<file path="config.mk">
export PLATFORM = sky130hd
export DESIGN_NAME = rhpa_to_hls
export DESIGN_NICKNAME = d
export VERILOG_FILES = /design/src/rtl/rhpa_pkg.sv /design/src/rtl/rhpa_div.sv /design/src/rtl/rhpa_to_hls.sv
export SDC_FILE = /design/constraint.sdc
export NUM_CORES = 2
export LEC_CHECK = 0
export ABC_AREA = 1
export CORE_ASPECT_RATIO = 0.9
export CORE_MARGIN = 4
export CORE_UTILIZATION = 60
export DETAILED_ROUTE_END_ITERATION = 10
export DONT_BUFFER_PORTS = 1
export GPL_ROUTABILITY_DRIVEN = 0
export PLACE_DENSITY = 0.85
export SYNTH_ARGS = -nofsm -noshare
export SYNTH_HDL_FRONTEND = slang
export SYNTH_HIERARCHICAL = 1
export SYNTH_SLANG_ARGS = --single-unit
</file>
<file path="constraint.sdc">
create_clock -name clk -period 15.8 [get_ports clk]
set_clock_uncertainty 0.2 [all_clocks]
set_input_delay 1.58 -clock clk [delete_from_list [all_inputs] [get_ports clk]]
set_output_delay 1.58 -clock clk [all_outputs]
set_load 0.01 [all_outputs]
</file>
<file path="src/rtl/rhpa_pkg.sv">
// Shared types, codes, fixed-point constants and the divider step function.
package rhpa_pkg;

	typedef enum logic [2:0] {
		OP_TO_HLS     = 3'd0,
		OP_FROM_HLS   = 3'd1,
		OP_ROTATE_HUE = 3'd2,
		OP_INC_SAT    = 3'd3,
		OP_DEC_SAT    = 3'd4,
		OP_INC_LUM    = 3'd5,
		OP_DEC_LUM    = 3'd6,
		OP_SPARE      = 3'd7
	} op_t;

	localparam int unsigned LAT_HLS = 6;
	localparam int unsigned LAT_RGB = 7;

	localparam logic [24:0] DEG60  = 25'd3932160;
	localparam logic [24:0] DEG120 = 25'd7864320;
	localparam logic [24:0] DEG180 = 25'd11796480;
	localparam logic [24:0] DEG240 = 25'd15728640;

	localparam logic [19:0] HUE_TWO  = 20'd131072;
	localparam logic [19:0] HUE_FOUR = 20'd262144;
	localparam logic [19:0] HUE_SIX  = 20'd393216;

	localparam logic [15:0] RECIP17 = 16'd61681;
	localparam logic [22:0] RECIP15 = 23'd4473925;

	typedef struct packed {
		logic [8:0] rem;
		logic [5:0] q;
	} div_part_t;

	function automatic div_part_t div_steps(input logic [8:0] rem_in, input logic [8:0] den,
		input logic [5:0] bits);
		div_part_t res;
		logic [8:0] rem;
		logic [9:0] t;
		rem = rem_in;
		res.q = '0;
		for (int i = 5; i >= 0; i--) begin
			t = {rem, bits[i]};
			if (t >= {1'b0, den}) begin
				rem = 9'(t - {1'b0, den});
				res.q[i] = 1'b1;
			end else begin
				rem = t[8:0];
			end
		end
		res.rem = rem;
		return res;
	endfunction

endpackage

</file>
<file path="src/rtl/rhpa_div.sv">
// Three-stage restoring divider: (num << 16) / den, six quotient bits per stage.
module rhpa_div (
	input  logic        clk,
	input  logic        adv,
	input  logic [7:0]  num,
	input  logic [8:0]  den,
	output logic [17:0] quot
);
	rhpa_pkg::div_part_t pa, pb, pc;
	logic [8:0]  rem_s1, rem_s2;
	logic [8:0]  den_s1, den_s2;
	logic [5:0]  q_s1;
	logic [11:0] q_s2;
	logic [17:0] q_s3;

	assign pa = rhpa_pkg::div_steps({3'b000, num[7:2]}, den, {num[1:0], 4'b0000});
	assign pb = rhpa_pkg::div_steps(rem_s1, den_s1, 6'b000000);
	assign pc = rhpa_pkg::div_steps(rem_s2, den_s2, 6'b000000);

	always_ff @(posedge clk) begin
		if (adv) begin
			rem_s1 <= pa.rem;
			den_s1 <= den;
			q_s1   <= pa.q;
			rem_s2 <= pb.rem;
			den_s2 <= den_s1;
			q_s2   <= {q_s1, pb.q};
			q_s3   <= {q_s2, pc.q};
		end
	end

	assign quot = q_s3;
endmodule

</file>
<file path="src/rtl/rhpa_to_hls.sv">
// RGB to HLS conversion pipeline, six stages.
module rhpa_to_hls (
	input  logic       clk,
	input  logic       adv,
	input  logic [7:0] red,
	input  logic [7:0] green,
	input  logic [7:0] blue,
	output logic [7:0] hue,
	output logic [7:0] lum,
	output logic [7:0] sat
);
	typedef enum logic [1:0] {MAX_RED, MAX_GREEN, MAX_BLUE} max_sel_t;
	typedef struct packed {
		logic [7:0] lum;
		max_sel_t   win;
		logic       zero;
	} side_t;

	logic [7:0] mx, mn, diff;
	logic [8:0] sum, den;
	max_sel_t   win;

	logic [7:0] diff_s1, dr_s1, dg_s1, db_s1;
	logic [8:0] den_s1;
	side_t      side_s1, side_s2, side_s3, side_s4;
	logic [17:0] f_q, nr_q, ng_q, nb_q;

	logic [19:0] kx, xw;
	logic [24:0] sat_prod;
	logic [18:0] x_s5;
	logic [7:0]  sat_s5, lum_s5, hue_s6, lum_s6, sat_s6;
	logic        zero_s5;
	logic [25:0] hue_prod;

	always_comb begin
		mx = red;
		mn = red;
		if (green > mx) mx = green;
		if (blue > mx) mx = blue;
		if (green < mn) mn = green;
		if (blue < mn) mn = blue;
		diff = mx - mn;
		sum  = {1'b0, mx} + {1'b0, mn};
		den  = (sum[8:1] <= 8'd128) ? sum : 9'd510 - sum;
		if (blue == mx) win = MAX_BLUE;
		else if (green == mx) win = MAX_GREEN;
		else win = MAX_RED;
	end

	always_ff @(posedge clk) begin
		if (adv) begin
			diff_s1      <= diff;
			den_s1       <= den;
			dr_s1        <= mx - red;
			dg_s1        <= mx - green;
			db_s1        <= mx - blue;
			side_s1.lum  <= sum[8:1];
			side_s1.win  <= win;
			side_s1.zero <= (diff == 8'd0);
			side_s2      <= side_s1;
			side_s3      <= side_s2;
			side_s4      <= side_s3;
		end
	end

	rhpa_div u_div_sat (.clk(clk), .adv(adv), .num(diff_s1), .den(den_s1), .quot(f_q));
	rhpa_div u_div_r (.clk(clk), .adv(adv), .num(dr_s1), .den({1'b0, diff_s1}), .quot(nr_q));
	rhpa_div u_div_g (.clk(clk), .adv(adv), .num(dg_s1), .den({1'b0, diff_s1}), .quot(ng_q));
	rhpa_div u_div_b (.clk(clk), .adv(adv), .num(db_s1), .den({1'b0, diff_s1}), .quot(nb_q));

	always_comb begin
		case (side_s4.win)
			MAX_BLUE:  kx = rhpa_pkg::HUE_FOUR + {2'b00, ng_q} - {2'b00, nr_q};
			MAX_GREEN: kx = rhpa_pkg::HUE_TWO + {2'b00, nr_q} - {2'b00, nb_q};
			default:   kx = rhpa_pkg::HUE_SIX + {2'b00, nb_q} - {2'b00, ng_q};
		endcase
		xw = (kx > rhpa_pkg::HUE_SIX) ? kx - rhpa_pkg::HUE_SIX : kx;
		sat_prod = 25'(f_q[16:0]) * 25'(8'd255);
	end

	always_ff @(posedge clk) begin
		if (adv) begin
			x_s5    <= xw[18:0];
			sat_s5  <= side_s4.zero ? 8'd0 : sat_prod[23:16];
			lum_s5  <= side_s4.lum;
			zero_s5 <= side_s4.zero;
			hue_s6  <= zero_s5 ? 8'd0 : hue_prod[24:17];
			lum_s6  <= lum_s5;
			sat_s6  <= sat_s5;
		end
	end

	assign hue_prod = 26'(x_s5) * 26'(7'd85);

	assign hue = hue_s6;
	assign lum = lum_s6;
	assign sat = sat_s6;
endmodule

</file>
# After elaboration in Yosys (flattened, before gate mapping)
# Cells that the tools add are included.
[totals] ff_bits=392 elab_cells=369 inputBits=26 out_inout_bits=24
[classes] n_addsub=81 reduce_logical=1 multipliers=2 n_mux=147 eq_ne=4 n_lt_le_gt_ge=78
[op_table] op="two-way mux 9 bit" count=69
[op_table] op=">= comparator 10 x 8 -> 1 bit" count=51
[op_table] op="subtractor 9 x 8 -> 9 bit" count=48
[op_table] op=">= comparator 10 x 9 -> 1 bit" count=17
[op_table] op="subtractor 9 bit" count=16
[op_table] op="two-way mux 1 bit" count=72
[op_table] op="adder 19 x 18 -> 20 bit (first input constant)" count=2
[op_table] op="one-hot mux 20 bit (2 select lines)" count=1
[op_table] op="subtractor 20 x 18 -> 20 bit" count=2
[op_table] op="two-way mux 8 bit" count=4
[op_table] op="subtractor 8 bit" count=4
[op_table] op="subtractor 7 x 8 -> 9 bit" count=3
[op_table] op="multiplier 19 x 7 -> 25 bit (second input constant)" count=1
[op_table] op=">= comparator 7 x 8 -> 1 bit" count=3
[op_table] op="multiplier 17 x 8 -> 24 bit (second input constant)" count=1
[op_table] op="> comparator 20 x 19 -> 1 bit (second input constant)" count=1
[op_table] op="subtractor 19 x 18 -> 20 bit" count=1
[op_table] op="adder 18 x 18 -> 19 bit (first input constant)" count=1
[op_table] op="two-way mux 19 bit" count=1
[op_table] op="subtractor 19 bit (second input constant)" count=1
[op_table] op="== test 8 bit" count=2
[op_table] op="> comparator 8 bit" count=2
[op_table] op="< comparator 8 bit" count=2
[op_table] op="adder 8 x 8 -> 9 bit" count=1
[op_table] op="other kinds (7)" count=7

# Longest topological paths before layout
[depth] ltp_word=12 depth_mapped=76 depth_no_buf=72

# Modules after synthesis
# The synthesis kept the hierarchy.
[by_module_without_submodules] mod="rhpa_to_hls" area_per_inst_um2=16598.4 seq_area_each_um2=4324.1 cells_per_inst=2033 n_inst=1
[by_module_without_submodules] mod="rhpa_div at u_div_r" area_per_inst_um2=10535.1 seq_area_each_um2=2162.1 cells_per_inst=1503 n_inst=1
[by_module_without_submodules] mod="rhpa_div at u_div_sat" area_per_inst_um2=10532.6 seq_area_each_um2=2162.1 cells_per_inst=1497 n_inst=1
[by_module_without_submodules] mod="rhpa_div at u_div_b" area_per_inst_um2=10471.3 seq_area_each_um2=2162.1 cells_per_inst=1461 n_inst=1
[by_module_without_submodules] mod="rhpa_div at u_div_g" area_per_inst_um2=10309.9 seq_area_each_um2=2162.1 cells_per_inst=1458 n_inst=1

# Least setup slack after synthesis
# OpenSTA, ideal clock, no wires.
[synth_path] kind="reg2reg" from="register diff_s1[1]" to="register u_div_g.rem_s1[7] (data pin)" period_less_slack_ns=10.236 t_arrival_ns=9.784 required_time_ns=15.348 stages_incl_launch_ff=72 n_path_buf=5 path_slack_ns=5.564 path_cell_list="edfxtp_1 -> inv_1 -> ha_1 -> nand2_1 -> nor2_1 -> nand3_1 -> nand4_2 -> inv_1 -> buf_2 -> nand2_1 -> o21a_1 -> inv_1 -> fa_1 -> o21ai_1 -> nand2_1 -> nand3_1 -> a21oi_1 -> nand2_1 -> [36 not listed] -> inv_1 -> nand3_1 -> buf_4 -> nand2_1 -> nand2_1 -> ha_1 -> a21oi_1 -> nand2_1 -> a21oi_1 -> inv_1 -> a21oi_1 -> inv_1 -> a21oi_1 -> nor2_1 -> nor2_1 -> xor2_1 -> nand2_1 -> nand2_1"
[synth_rtl] element="start: declaration" line_no="rhpa_to_hls.sv:23" source="logic [7:0] diff_s1, dr_s1, dg_s1, db_s1;"
[synth_rtl] element="start signal: assignment" line_no="rhpa_to_hls.sv:52" source="diff_s1 <= diff;"
[synth_rtl] element="end signal: assignment" line_no="rhpa_div.sv:22" source="rem_s1 <= pa.rem;"
[synth_rtl] element="end: declaration" line_no="rhpa_div.sv:10" source="logic [8:0] rem_s1, rem_s2;"

==> results.json <==
{
  "critPathKind": "flop to flop",
  "hold_class": "flop to flop",
  "utilization_pct": 63.3,
  "yosys_warnings": 6,
  "wl_met2_microns": 67300,
  "die_area_sq_um": 102000,
  "die_height_microns": 304,
  "clk_path_buf_depth": 3,
  "wl_met1_microns": 62800,
  "fmax_mhz": 77.3,
  "vias": 53500,
  "avgSynthCellArea_sq_um": 7.34,
  "slowest_stage": "edfxtp_1",
  "fin_crit_sh_pct": 81.9,
  "ant_nets": 0,
  "setup-violations-final": 0,
  "ios": 50,
  "route.met3.wl_microns": 11600,
  "hold_violations": 0,
  "clk_latency_ns": 0.64,
  "cts_made_buffers": 50,
  "syn_area_sq_um": 58400,
  "cp.buffers_inverters": 10,
  "clock-sinks": 429,
  "num_rows": 108,
  "cts-root-buf": "clkbuf_16",
  "cp-end-kind": "flop",
  "final_nets": 8929,
  "fillerInstances": 8088,
  "rsz0062_at_grt": "no",
  "grt.overflow.total": 0,
  "hpwl_microns": 115000,
  "antenna_found_initial": 0,
  "final_area_sq_um": 61100,
  "cts_tree": "done",
  "cts_setup_buffers": 0,
  "drv_slew": 0,
  "startpoint_type": "flop",
  "design.core.area_sq_um": 96500,
  "layout-drive-gt1-share_pct": 4.70,
  "grt.total_usage_pct": 27.8,
  "io_buffers": 0,
  "wire_per_inst_microns": 15.8,
  "htree_levels": 2,
  "first_pass_iters": 7,
  "grt_max_degree": 430,
  "diodes": 0,
  "die_x_microns": 337,
  "drt_wl_total_microns": 146000,
  "finalWorstSetupSlack_ns": 2.86,
  "routed.top_layer": "met4",
  "status": "completed",
  "vias_per_cell": 5.79,
  "maxCapViolations": 0,
  "grt_pass1_vias": 50900,
  "route.detailed.drc": 0,
  "hold_buffers": 0,
  "preCtsSetupSlack_ns": 3.22,
  "drt_first_iter_violations": 4936,
  "period_needed_ns": 12.94,
  "initial_core_util_pct": 60.5,
  "slowest_delay_ns": 0.65,
  "grt_pass1_wl_microns": 242000,
  "finalSetupTns_ns": 0,
  "arrival_ns": 13.24,
  "crit_family": "simple AND/OR/NAND/NOR gates",
  "area_growth_pct": 4.72,
  "relSlewSlack_pct": 29.2,
  "cts_resized": 0,
  "worst_pin_slew_ns": 1.05,
  "worstPathRequired_ns": 16.10,
  "cp_common_cell": "nand2_1",
  "dpl-instance-area_sq_um": 59500,
  "syn_inst": 7949,
  "path_max_fanout": 13,
  "cts.clk_slew.worst_paths_ns": 0.07
}
==> cell usage in the layout (no fill, tap or decap), types with 12 or more instances in the layout <==
cell,n
and2_1,12
o21ai_0,286
clkbuf_16,50
nor4_1,13
nand4_1,91
inv_1,1263
fa_1,131
o21ai_2,12
nand3_1,585
xor2_1,270
nand2_1,2062
o21bai_1,95
a21oi_4,14
nor3_1,77
a21oi_2,16
a211oi_1,13
o21a_1,18
inv_2,24
o211ai_1,25
a31oi_1,38
nor2_1,370
nand3_4,27
or2_2,44
nand3b_1,31
o21ai_1,54
nand2_2,44
nor2_2,17
a21o_1,51
nand3_2,36
ha_1,837
o31ai_1,13
a21oi_1,539
edfxtp_1,429
xnor2_1,217
==> sequential cells by signal (all words and copies together) (netlist names), 11 cells and up <==
| name | count |
|---|---|
| u_div_b/q_s2 | 12 |
| u_div_sat/quot | 17 |
| u_div_r/quot | 18 |
| side_s2 | 11 |
| u_div_g/quot | 18 |
| u_div_g/q_s2 | 12 |
| u_div_sat/q_s2 | 11 |
| side_s1 | 11 |
| side_s4 | 11 |
| side_s3 | 11 |
| x_s5 | 19 |
| u_div_b/quot | 18 |
| u_div_r/q_s2 | 12 |
==> through the flow <==
step	hold WS, ns	cells
finish	0.213	9240
global route	0.222	9240
CTS	0.212	9240
detailed placement	0.205	9148
global placement	0.200	9148
floorplan	0.200	7959
==> worst register-to-register path: cells and delay by family, from the launching register on <==
kind                       cells  cell delay (ns)
DFF                            1             0.65
buffers and inverters         10             1.33
and+or+nand+nor               29             4.44
adders and majority gates      6             2.27
AOI/OAI and AO/OA             18             3.92
==> cell type report <==
type | instances | area, sq um | share of cell area, %
clock buffers | 53 | 1260 | 2.07
clock inverters | 39 | 389 | 0.637
inverters | 1292 | 4850 | 7.94
multi-input cells | 6155 | 40100 | 65.6
flip-flops and latches | 429 | 12900 | 21.1
well taps | 1265 | 1580 | 2.59
repair buffers | 7 | 52.6 | 0.0860
==> routing by layer <==
layer	vias up	global-route usage [%]
li1	26300	-
met1	24600	37.3
met2	2178	46.6
met3	400	3.72
met4	0	8.92
met5	-	0
==> final timing paths <==
kind	start	end	slack, ns	depth (start not counted)
max reg2reg	diff_s1[2]$_DFFE_PP_	u_div_g/rem_s1[2]$_DFFE_PP_	2.86	63
min	lum_s5[0]$_DFFE_PP_	lum[0]$_DFFE_PP_	0.21	0
min reg2reg	lum_s5[0]$_DFFE_PP_	lum[0]$_DFFE_PP_	0.21	0
max	diff_s1[2]$_DFFE_PP_	u_div_g/rem_s1[2]$_DFFE_PP_	2.86	63
Power is left out: the tool's default activity adds up to more than one toggle a clock period on the data nets, which glitch-free logic cannot reach.
